[src/design/ark_pkg.sv]
`timescale 1ns / 1ps

package ark_pkg;

  // Store geometry
  localparam int BLOCK_SIZE = 128;
  localparam int NUM_BLOCKS = 128;
  localparam int DEPTH      = BLOCK_SIZE * NUM_BLOCKS;
  localparam int OFS_W      = $clog2(BLOCK_SIZE);
  localparam int BLK_W      = (NUM_BLOCKS > 1) ? $clog2(NUM_BLOCKS) : 1;
  localparam int SLOT_W     = BLK_W + OFS_W;
  localparam int PTR_W      = SLOT_W + 1;
  localparam int CNT_W      = $clog2(BLOCK_SIZE + 1);
  localparam int CTR_W      = ((BLK_W > OFS_W) ? BLK_W : OFS_W) + 1;

  // Item fields
  localparam int VAL_W  = 32;
  localparam int RANK_W = 15;

  localparam logic MODE_APPEND = 1'b0;
  localparam logic MODE_REMOVE = 1'b1;

  typedef enum logic [1:0] {
    ST_APPENDED = 2'd0,
    ST_REMOVED  = 2'd1,
    ST_NONE     = 2'd2,
    ST_FULL     = 2'd3
  } status_e;

  typedef enum logic [2:0] {
    S_IDLE,
    S_APPEND,
    S_APP_CNT,
    S_BLK_SCAN,
    S_SLOT_SCAN,
    S_REMOVE,
    S_FINISH
  } state_e;

  // Control of the shared running-count unit
  typedef struct packed {
    logic             clear;
    logic             step;
    logic [CNT_W-1:0] inc;
  } tally_ctrl_t;

  // Write request into the slot store
  typedef struct packed {
    logic                    val_we;
    logic                    live_we;
    logic [SLOT_W-1:0]       addr;
    logic signed [VAL_W-1:0] val;
    logic                    live;
  } slot_wr_t;

endpackage

[src/design/ark_count_ram.sv]
`timescale 1ns / 1ps

module ark_count_ram (
  input  logic                      clk_i,
  input  logic                      we_i,
  input  logic [ark_pkg::BLK_W-1:0] waddr_i,
  input  logic [ark_pkg::CNT_W-1:0] wdata_i,
  input  logic [ark_pkg::BLK_W-1:0] raddr_i,
  output logic [ark_pkg::CNT_W-1:0] rdata_o
);
  import ark_pkg::*;

  logic [CNT_W-1:0] cnt_mem [NUM_BLOCKS];

  // Write one block count
  always_ff @(posedge clk_i) begin
    if (we_i) begin
      cnt_mem[waddr_i] <= wdata_i;
    end
  end

  // Registered read
  always_ff @(posedge clk_i) begin
    rdata_o <= cnt_mem[raddr_i];
  end

endmodule

[config.mk]
export PLATFORM = sky130hd
export DESIGN_NAME = ark_count_ram
export DESIGN_NICKNAME = d
export VERILOG_FILES = /design/src/design/ark_pkg.sv /design/src/design/ark_count_ram.sv
export SDC_FILE = /design/constraint.sdc
export NUM_CORES = 1
export LEC_CHECK = 0
export BUFFER_PORTS_ARGS = -buffer_cell sky130_fd_sc_hd__buf_2
export CAP_MARGIN = 0
export CORE_UTILIZATION = 57
export DETAILED_ROUTE_END_ITERATION = 10
export PLACE_DENSITY = 0.76
export SLEW_MARGIN = 20
export SYNTH_ARGS = -nofsm -noshare
export SYNTH_HDL_FRONTEND = slang
export SYNTH_SLANG_ARGS = --single-unit
[constraint.sdc]
create_clock -name clk_i -period 2.5 [get_ports clk_i]
set_input_delay 0.25 -clock clk_i [delete_from_list [all_inputs] [get_ports clk_i]]
set_output_delay 0.25 -clock clk_i [all_outputs]
set_load 0.05 [all_outputs]
==> impl_metrics.yaml <==
logic_synthesis:
  ys_seq_elements: 1032
  synthCells: 1635
  synthesis.area_um2: 39700
  synthDistinctLibCells: 17
  yosysWarnings: 0
  synth_top_area_share: 0.775
  synth_area_leaders: "edfxtp_1 78%, mux4_2 19%, nor2_1 1.2%"
  synth.avg_cell_area_um2: 24.3
  ys_seq_area_frac: 0.779
  syn_nets: 1659
  synth_area_leader_cell: "edfxtp_1"
detailed_routing:
  drc: 0
  drtIter0Drc: 2389
  highest_layer: "met5"
  drtPass1Iterations: 5
  vias_per_cell: 6.43
  dr_wl_met2_um: 45100
  antenna_left: 0
  wl_per_cell_um: 31.2
  met1_length_um: 33100
  routed_wl_um: 91100
  met3_length_um: 9780
  via_count: 18800
placement:
  numPortBuffers: 31
  place_area_um2: 42800
  dpl.hpwl_um: 57200
  pre_cts_ws_ps: -471
  place_congestion: 0.873
run:
  drv_cap: 0
timing:
  rsz0062_at_grt: "false"
  setup-tns-final_ps: 0
  fin_crit_ps: 2430
  slew_violations: 0
  worst_pin_slew_ps: 776
  hold_violations: 0
  setup_viol: 0
  max_freq_mhz: 411
  hold_ws_ps: 69.8
  slew_headroom: 0.481
  setup_ws_ps: 68.4
  fin_crit_sh: 0.973
  skew_ps: 32.8
layout:
  mostFrequentLayoutCell: "edfxtp_1"
  design_area_um2: 45900
  finalNetCount: 1931
  area_growth_pct: 15.6
  final_cell_mix: "1024 x edfxtp_1, 336 x mux4_2, 204 x buf_4, 122 x nor2_1, 98 x clkbuf_16"
  layout-drive-gt1-share: 0.374
  fillCellCount: 4151
hold_path:
  hp-class: "input pin to flip-flop"
clock_tree:
  clk_latency_ps: 660
  cts_tree: "built"
  clock_path_buffers: 3
  cts_sinks: 1032
  htreeDepth: 3
  clockRootBuffer: "clkbuf_16"
  clk_pin_slew_worst_paths_ps: 60
  cts_resized: 0
  numCtsBuffers: 96
global_routing:
  grt_pass1_vias: 19600
  grt-ovfl-total: 0
  grt_max_degree: 89
  grt_pass1_wl_um: 134000
  antenna_found_initial: 13
  track_usage: 0.268
power:
  total_leakage_power_nw: 14.6
  p_per_area_nw_per_um2: 770
  ir_drop_uv: 1010
  finalPower_w: 0.0353
setup_path:
  crit_chain: "mux4_2, mux4_2, mux4_2, mux2_2"
  critPathKind: "flip-flop to flip-flop"
  arrival_ps: 2970
  critPathTopFamily: "multiplexers"
  rrSetupSlack_ps: 70
  crit_top_cell: "mux4_2"
  cp_max_fo: 1
  critPathCaptureType: "flip-flop"
  slowest_delay_ps: 570
  critPathBufInv: 0
  crit_slowest_cell: "mux4_2"
  crit_required_ps: 3040
  cp-start-kind: "flip-flop"
floorplan:
  row_count: 96
  die_h_um: 266
  die_area_um2: 70600
  core-area_um2: 68700
  fp.dieW_um: 266
  io_pins: 32
  initial_utilization: 0.577
status:
  status: "completed"
==> power by group <==
part           leakage (nW)  internal, W  switching (W)
Clock                  1.49      0.00803        0.00617
Sequential             9.27       0.0191      0.0000395
Combinational          3.79     0.000846        0.00116
==> state kept, by name, summed over array words and instances, names as in the netlist <==
signal	count
cnt_mem	1024
rdata_o	8
==> stage by stage <==
step                      instances   util
final                          2918  0.668
after global routing           2916  0.668
after CTS                      2914  0.667
after detailed placement       2739  0.623
after global placement         2739  0.623
after floorplan                1635      -
==> routing by layer <==
layer,track usage,up-vias
met5,0,-
met4,0.0937,16
met3,0.0740,170
met2,0.425,1039
met1,0.363,9958
li1,-,7573
==> synth_stat cells <==
master,instances
or3_1,1
mux4_2,336
nor2_1,122
nand4_1,3
clkbuf_1,44
buf_6,1
nand3_1,12
buf_2,15
mux2_2,8
nand2b_1,2
edfxtp_1,1024
dfxtp_1,8
nor2b_1,7
nand2_1,14
buf_1,18
buf_4,11
nor3_1,9
==> timing repair <==
item,in CTS,in global routing
hold buffers,1,0
setup buffers,0,0
hold endpoints to repair,21,0
==> area by class of cell <==
cell class	count	area (µm²)	area share
Sequential cell	1032	30900	0.674
Multi-Input combinational cell	514	8350	0.182
Clock buffer	122	2580	0.0563
Timing Repair Buffer	263	2390	0.0522
Tap cell	931	1160	0.0254
Clock inverter	52	454	0.00990
Antenna cell	4	10.0	0.000218
==> cell families (layout without fill, tap and decap cells) <==
group | count (synthesis) | count (layout) | synth area share
buffers and inverters | 89 | 437 | 0.0101
DFF | 1032 | 1032 | 0.779
muxes | 344 | 344 | 0.193
other | 0 | 4 | 0
and+or+nand+nor | 170 | 170 | 0.0176
==> final timing paths <==
kind,start,end,depth (start not counted)
setup reg to reg,cnt_mem[7][1],rdata_o[1],4
hold / removal,wdata_i[5],cnt_mem[114][5],1
setup / recovery,cnt_mem[7][1],rdata_o[1],4
hold reg to reg,cnt_mem[94][6],rdata_o[6],4
Power figures use the tool's default switching activity.
