<file path="config.mk">
export PLATFORM = sky130hd
export DESIGN_NAME = ark_tally
export DESIGN_NICKNAME = d
export VERILOG_FILES = /design/src/design/ark_pkg.sv /design/src/design/ark_tally.sv
export SDC_FILE = /design/constraint.sdc
export NUM_CORES = 1
export LEC_CHECK = 0
export ABC_AREA = 1
export ABC_CLOCK_PERIOD_IN_PS = 3000
export BUFFER_PORTS_ARGS = -buffer_cell sky130_fd_sc_hd__buf_2
export CAP_MARGIN = 0
export CORE_MARGIN = 3
export CORE_UTILIZATION = 35
export CTS_CLUSTER_DIAMETER = 40
export DETAILED_ROUTE_END_ITERATION = 16
export PLACE_DENSITY = 0.64
export SYNTH_ARGS = -nofsm -noshare
export SYNTH_HDL_FRONTEND = slang
export SYNTH_SLANG_ARGS = --single-unit
</file>
<file path="constraint.sdc">
create_clock -name clk_i -period 3 [get_ports clk_i]
set_input_delay 0.45 -clock clk_i [delete_from_list [all_inputs] [get_ports clk_i]]
set_output_delay 0.45 -clock clk_i [all_outputs]
set_load 0.1 [all_outputs]
</file>
<file path="src/design/ark_pkg.sv">
`timescale 1ns / 1ps

package ark_pkg;

  // Store geometry
  localparam int BLOCK_SIZE = 128;
  localparam int NUM_BLOCKS = 128;
  localparam int DEPTH      = BLOCK_SIZE * NUM_BLOCKS;
  localparam int OFS_W      = $clog2(BLOCK_SIZE);
  localparam int BLK_W      = (NUM_BLOCKS > 1) ? $clog2(NUM_BLOCKS) : 1;
  localparam int SLOT_W     = BLK_W + OFS_W;
  localparam int PTR_W      = SLOT_W + 1;
  localparam int CNT_W      = $clog2(BLOCK_SIZE + 1);
  localparam int CTR_W      = ((BLK_W > OFS_W) ? BLK_W : OFS_W) + 1;

  // Item fields
  localparam int VAL_W  = 32;
  localparam int RANK_W = 15;

  localparam logic MODE_APPEND = 1'b0;
  localparam logic MODE_REMOVE = 1'b1;

  typedef enum logic [1:0] {
    ST_APPENDED = 2'd0,
    ST_REMOVED  = 2'd1,
    ST_NONE     = 2'd2,
    ST_FULL     = 2'd3
  } status_e;

  typedef enum logic [2:0] {
    S_IDLE,
    S_APPEND,
    S_APP_CNT,
    S_BLK_SCAN,
    S_SLOT_SCAN,
    S_REMOVE,
    S_FINISH
  } state_e;

  // Control of the shared running-count unit
  typedef struct packed {
    logic             clear;
    logic             step;
    logic [CNT_W-1:0] inc;
  } tally_ctrl_t;

  // Write request into the slot store
  typedef struct packed {
    logic                    val_we;
    logic                    live_we;
    logic [SLOT_W-1:0]       addr;
    logic signed [VAL_W-1:0] val;
    logic                    live;
  } slot_wr_t;

endpackage

</file>
<file path="src/design/ark_tally.sv">
`timescale 1ns / 1ps

module ark_tally (
  input  logic                       clk_i,
  input  logic                       rst_ni,
  input  ark_pkg::tally_ctrl_t       ctrl_i,
  input  logic [ark_pkg::RANK_W-1:0] rank_i,
  output logic                       hit_o
);
  import ark_pkg::*;

  logic [RANK_W-1:0] seen_q, seen_d;
  logic [RANK_W:0]   sum;

  // Add the increment to the live elements passed so far, compare to rank
  assign sum   = {1'b0, seen_q} + (RANK_W + 1)'(ctrl_i.inc);
  assign hit_o = (sum >= {1'b0, rank_i});

  // Advance the running count only while the rank is not yet reached
  always_comb begin
    seen_d = seen_q;
    if (ctrl_i.clear) begin
      seen_d = '0;
    end else if (ctrl_i.step && !hit_o) begin
      seen_d = sum[RANK_W-1:0];
    end
  end

  always_ff @(posedge clk_i or negedge rst_ni) begin
    if (!rst_ni) begin
      seen_q <= '0;
    end else begin
      seen_q <= seen_d;
    end
  end

endmodule

</file>
==> metrics.md, run 1 <==
| Metric | Value |
|---|---|
| Least-Margin Pin Slew | 736 ps |
| Post-Layout Cell Count | 401 |
| TNS Setup | -2950 ps |
| Max reg flops | 15 |
| Post-Synthesis Cells | 261 |
| Effective utilization at floorplan | 0.367 |
| Post-route minimum period | 3410 ps |
| DP Worst Slack | -387 ps |
| Max Clk Rate | 293 MHz |
| Area Growth Syn to Fin | 60.0% |
| Diode count | 0 |
| H-Tree Depth | 1 |
| Drt wl/cell | 12.6 µm |
| Endpoints failing hold | 0 |
| R2R Setup Slk | -190 ps |
| #FFs+latches synth | 15 |
| Crit path launch | seen_q[0] |
| CTS root buf | clkbuf_8 |
| Vias in the first global route | 1871 |
| Largest register by flop count | seen_q |
| Worst setup margin | -411 ps |
| RD Place Congestion | 0.877 |
| R2R depth | 21 |
| WHS | 96.8 ps |
| Ys async rst share | 1.00 |
| Final ANT Viol Nets | 0 |
| Syn. warnings | 0 |
| Biggest regs | seen_q x15 |
| Drt first-iter violations | 121 |
| Unrepaired setup endpoints after global routing | true |
| Inst Count DP | 383 |
| Reg2reg end | seen_q[4] |
| Critical path type | register to primary output |
| Final Skew | 3.78 ps |
| Cell with the most instances after synthesis | nand2_1 |
| Synth Area per Inst | 6.72 µm² |
| Antenna violations before repair | 0 |
| Worst Path Arrival | 2960 ps |
| TritonCTS Buffers | 3 |
| Crit-path max cell delay | 410 ps |
| Synth area leader | dfrtp_1 |
| Die width | 76.8 µm |
| LEAKAGE | 1.54 nW |
| Peak supply drop | 237 µV |
| DR vias/cell | 4.81 |
| Clk buf depth | 2 |
| Die height | 76.8 µm |
| Top post-synthesis cells by count | nand2_1, inv_1, nand3_1, nor2_1, ha_1 |
| Detailed Place HPWL | 3400 µm |
| Critical-path maximum fanout | 3 |
| Port buffer count | 27 |
| Clock Pin Slew Worst Setup and Hold Paths | 60 ps |
| Critical path data required time | 2550 ps |
| Ranking of synthesized cells by area | dfrtp_1, ha_1, nand2_1 |
| Critical path destination | hit_o |
| Crit Reg-Reg Startpoint | seen_q[0] |
| Via count | 1928 |
| Power Density | 610 nW/µm² |
| Pre-antenna DRT Iters | 4 |
| GRT Total Usage | 0.162 |
| Final WL | 5070 µm |
| CP startpoint kind | register |
| Most used DFF post-synth | dfrtp_1 |
| Sequential area share after synthesis | 0.214 |
| Worst slew margin | 0.509 |
| Nets | 386 |
| Max Slew Vio Count | 0 |
| Core outline area | 4790 µm² |
| HP Class | primary input to async pin |
| Setup violators final | 16 |
| Proportion of layout cells with a drive suffix above 1 | 0.509 |
| Final Cycle Share | 1.14 |
| Drt drc | 0 |
| Ports | 28 |
| Syn_nets | 312 |
| Global-route wire length before repair | 8000 µm |
| Post-synth EDFFs | 0 |
| # rows | 25 |
| Overall power | 0.00171 W |
| Largest net degree at the start of global routing | 17 |
| Sequence of cells on the critical path | ha_4 -> fa_2 -> nand3_2 -> nand2_2 -> nand2_2 -> nand2_4 -> xnor2_1 -> inv_1 -> ha_1 -> nand2_1 -> nor3_2 -> nand4_1 -> nand3_4 -> buf_12 |
| Status | finished with violations |
| Failing checks | setup timing |
| Die ar. | 5900 µm² |
| Clock Sinks | 15 |
| Crit-path slowest cell | dfrtp_1 |
| TritonCTS clock tree | yes |
| Congestion Overflow GR | 0 |
| Synthesized cell area | 1750 µm² |
| CTS hold repair buffers | 0 |
| Netlist cell types | 27 |
| Crit end category | primary output |
| Synth top area share | 0.214 |
| Maxcap violations | 0 |
| Skew-Pair Late Insertion Delay | 250 ps |
| CP most frequent cell | nand2_2 |
[stage by stage]
stage          cell area (µm²)  utilization
2_1_floorplan             1800            -
3_3_place_gp              2250        0.470
3_5_place_dp              2250        0.470
4_1_cts                   2550        0.532
5_1_grt                   2810        0.586
6_report                  2810        0.586
[worst min path at each step]
stage                     cells after the start  slack (ps)  startpoint        end
final                                         1         100      rst_ni  seen_q[3]
after detailed placement                      1         380      rst_ni  seen_q[5]
after floorplan                               0         150      rst_ni  seen_q[0]
after global routing                          1         110      rst_ni  seen_q[3]
after CTS                                     1         100      rst_ni  seen_q[9]
after global placement                        1         380      rst_ni  seen_q[5]
[worst max-delay path: cells and delay by family, from the launching register on]
kind	cells	cell delay, ps
xor+xnor	1	230
flops	1	410
simple gates	8	1000
fa+ha+maj	3	810
buf+inv	2	250
[per-layer routing]
| layer | GRT usage | wire length (µm) | up-vias |
|---|---|---|---|
| met3 | 0.0317 | 200 | 6 |
| met5 | 0 | 0 | - |
| li1 | - | - | 969 |
| met2 | 0.290 | 2640 | 41 |
| met4 | 0.0308 | 44 | 0 |
| met1 | 0.202 | 2190 | 912 |
[final cells by class]
class,instances,area [µm²]
clock buffer,3,41.3
inverter,47,176
sequential,15,375
tap,67,83.8
multi-input combinational,195,1610
fill,406,1980
timing repair buffer,73,514
clock inverter,1,5.00
[power breakdown]
group	internal, W	leakage (nW)	switching (W)	total, W
clock network	0.0000921	0.0255	0.0000730	0.000165
registers	0.000246	0.201	0.0000594	0.000306
logic	0.000614	1.31	0.000626	0.00124
total	0.000953	1.54	0.000758	0.00171
[cells in the final DEF, fill, tap and decap left out, drive strengths merged]
cell type	Yosys	final
nand2	81	82
buf	3	73
inv	47	47
nor2	26	26
nand3	25	25
ha	23	23
dfrtp	15	15
a21oi	11	11
xor2	6	6
o21bai	5	5
nand4	5	5
nor3	3	3
a21o	3	3
clkbuf	2	3
xnor2	2	2
o21a	1	1
nor4	1	1
nand3b	1	1
fa	1	1
clkinv	0	1
[cell families (layout without fill, tap and decap cells)]
| kind of cell | count (synthesis) | count (layout) | synth area share |
|---|---|---|---|
| AND/OR/NAND/NOR | 142 | 143 | 0.377 |
| buffers and inverters | 52 | 124 | 0.121 |
| adder cells (fa/ha/maj) | 24 | 24 | 0.175 |
| AO/OA/AOI/OAI | 20 | 20 | 0.0720 |
| flip-flops | 15 | 15 | 0.214 |
| XOR/XNOR | 8 | 8 | 0.0399 |
[timing repair]
| item | in CTS | in global routing |
|---|---|---|
| pin swaps | 22 | 31 |
| setup buffers | 5 | 9 |
| resized for setup | 39 | 37 |
| gates cloned | 2 | 0 |
| setup endpoints to repair | 16 | 16 |
Power figures use the tool's default switching activity.
==> run 2: changes to the inputs <==
Settings changed: BUFFER_PORTS_ARGS -buffer_cell sky130_fd_sc_hd__buf_2 to -buffer_cell sky130_fd_sc_hd__clkbuf_2.
==> run 2 against run 1 <==
Net effect:
- the flow still finishes with violations (setup timing)
- core utilization fell by 1.4 points
- critical endpoint unchanged
- flip-flop and latch count did not move
- clock skew barely moved
- die area did not move
- worst hold slack improved by 13 ps
- global-route usage barely moved
- register-to-register slack got worse by 30 ps
- critical path depth rose by 4
- largest cell class unchanged
- combinational power barely moved
- wire length fell by 6.0%
- critical path type unchanged
- largest power group unchanged
==> metrics.md, run 2 (synthesis results as in run 1) <==
| Metric | Value |
|---|---|
| Worst slew margin | 0.562 (+0.0530) |
| Largest net degree at the start of global routing | 17 (unchanged) |
| Max reg flops | 15 (unchanged) |
| Max Clk Rate | 298 MHz (+1.5%) |
| Effective utilization at floorplan | 0.367 (unchanged) |
| Post-route minimum period | 3360 ps (-50.9 ps) |
| Drt wl/cell | 11.9 µm (-6.0%) |
| GRT Total Usage | 0.162 (-0.000333) |
| Top routing layer used | met4 |
| Final Skew | 3.30 ps (-0.481 ps) |
| Clk pwr share | 0.098 (+0.002) |
| Crit end category | primary output |
| Internal cell power | 0.000991 W (+4.0%) |
| Antenna violations before repair | 0 (unchanged) |
| Diode count | 0 (unchanged) |
| Filler Cells Inserted | 435 (+7.1%) |
| LEAKAGE | 1.55 nW (+1.1%) |
| Least-Margin Pin Slew | 657 ps (-79.4 ps) |
| RD Place Congestion | 0.891 (+1.6%) |
| Endpoints failing hold | 0 (unchanged) |
| # rows | 25 (unchanged) |
| Area Growth Syn to Fin | 56.1% |
| Critical path type | register to primary output |
| Status | finished with violations |
| Ports | 28 (unchanged) |
| Final WL | 4770 µm (-6.0%) |
| Vias in the first global route | 1853 (-0.96%) |
| Detailed Place HPWL | 3460 µm (+1.8%) |
| Drt drc | 0 (unchanged) |
| Largest register by flop count | seen_q |
| Clock Sinks | 15 (unchanged) |
| Die width | 76.8 µm (unchanged) |
| TritonCTS Buffers | 3 (unchanged) |
| Unrepaired setup endpoints after global routing | true |
| Combinational Power Share | 0.727 (+0.002) |
| TritonCTS clock tree | yes |
| Power Density | 635 nW/µm² (+4.2%) |
| HP Class | primary input to async pin |
| CTS hold repair buffers | 0 (unchanged) |
| Maxcap violations | 0 (unchanged) |
| CTS root buf | clkbuf_8 |
| Critical path data required time | 2550 ps (about the same) |
| Sequential power share | 0.176 (-0.003) |
| Post-Route Utilization | 0.572 (-0.0144) |
| R2R Setup Slk | -220 ps (-30 ps) |
| Pre-antenna DRT Iters | 4 (unchanged) |
| Congestion Overflow GR | 0 (unchanged) |
| Die height | 76.8 µm (unchanged) |
| Global-route wire length before repair | 7900 µm (-1.3%) |
| Wire length on met1 | 2080 µm (-4.9%) |
| Setup violators final | 16 (unchanged) |
| Sw frac | 0.430 (-0.0126) |
| Worst Path Arrival | 2910 ps (-50 ps) |
| Most common cell after layout, fill and taps aside | nand2_1 |
| Critical-path maximum fanout | 4 (+1) |
| Peak supply drop | 242 µV (+2.4%) |
| Met2 WL post-DR | 2450 µm (-7.1%) |
| TNS Setup | -3430 ps (-476 ps) |
| Overall power | 0.00174 W (+1.7%) |
| Psw | 0.000749 W (-1.2%) |
| Failing checks | setup timing |
| Final ANT Viol Nets | 0 (unchanged) |
| Leading cell types in the layout, fill and taps excluded | nand2_1, inv_1, buf_4, nand2_2, clkbuf_2 |
| DP Worst Slack | -371 ps (+16.3 ps) |
| Biggest regs | seen_q x15 |
| H-Tree Depth | 1 (unchanged) |
| Clk buf depth | 2 (unchanged) |
| Skew-Pair Late Insertion Delay | 250 ps (about the same) |
| Die ar. | 5900 µm² (unchanged) |
| CP startpoint kind | register |
| Drt first-iter violations | 80 (-34%) |
| Max Slew Vio Count | 0 (unchanged) |
| Met3 WL | 143 µm (-28%) |
| Core outline area | 4790 µm² (unchanged) |
| Nets | 386 (unchanged) |
| DR vias/cell | 4.81 (about the same) |
| Via count | 1929 (+0.052%) |
| Final Cycle Share | 1.12 (-0.0170) |
| Worst setup margin | -360 ps (+50.9 ps) |
| Port buffer count | 27 (unchanged) |
| Clock Pin Slew Worst Setup and Hold Paths | 70 ps (about the same) |
| Proportion of layout cells with a drive suffix above 1 | 0.461 (-0.0479) |
==> run 2: cell types whose count changed in the layout (fill, tap and decap cells not counted), moves of 2 or more <==
| cell | previous run | this run |
|---|---|---|
| clkbuf_2 | 0 | 26 |
| buf_4 | 41 | 39 |
| nand2_2 | 30 | 26 |
| nand3_2 | 16 | 6 |
| xor2_2 | 2 | 4 |
| nand2_1 | 46 | 49 |
| ha_1 | 11 | 13 |
| nand3_1 | 7 | 18 |
| buf_2 | 26 | 1 |
==> run 2: path summary, 6_finish.rpt <==
check / startpoint / to / cells after the start
max: seen_q[0] / hit_o / 18
min: rst_ni / seen_q[3] / 1
max reg2reg: seen_q[0] / seen_q[4] / 23
min reg2reg: seen_q[2] / seen_q[2] / 2
max in group asynchronous: rst_ni / seen_q[4] / 1
min in group clk_i: seen_q[2] / seen_q[2] / 2
==> run 2: metal layers <==
layer | vias up | global-route usage
li1 | 971 | -
met1 | 914 | 0.197
met2 | 33 | 0.300
met3 | 11 | 0.0258
met4 | 0 | 0.0308
met5 | - | 0
==> run 2: power by group through the flow <==
stage / registers [W] / clock network (W) / logic [W]
detailed placement: 0.000290 / 0 / 0.000917
CTS: 0.000299 / 0.000170 / 0.00112
finish: 0.000306 / 0.000170 / 0.00126
global route: 0.000313 / 0.000178 / 0.00140
floorplan: 0.000278 / 0 / 0.000555
global placement: 0.000290 / 0 / 0.000900
==> run 2: final cells by class <==
type                       instances  area, µm²  area share
sequential                        15        375       0.137
tap                               67       83.8      0.0306
clock inverter                     1       5.00     0.00183
inverter                          47        176      0.0644
clock buffer                       3       41.3      0.0151
multi-input combinational        195       1540       0.563
timing repair buffer              73        515       0.188
==> run 2: timing repair <==
action / 4_1_cts / 5_1_grt
buffers inserted: 7 / 7
pin swaps: 21 / 19
gates cloned: 2 / 0
gates resized for setup: 35 / 25
endpoints found under the setup margin: 16 / 16
==> run 2: metrics by stage <==
stage                     area (µm²)  hold WS, ps  std cells
after floorplan                 1800          154        261
after global placement          2250          391        383
after detailed placement        2250          388        383
after CTS                       2560          116        395
after global routing            2740          134        401
final                           2740          110        401
==> run 2: critical path, cell delays in order, from the launching register on <==
cell and delay [ps]:
dfrtp_1 410, ha_4 170, fa_2 350, nand3_2 80, nand2_2 70, nand2_2 100, nand2_4 70, nand2_4 100
xor2_2 160, inv_1 60, ha_1 280, nand2_2 100, o21bai_1 110, nand2_1 60, nand2_1 90, nand2_2 60
nor2_4 120, nand3_4 90, buf_12 170
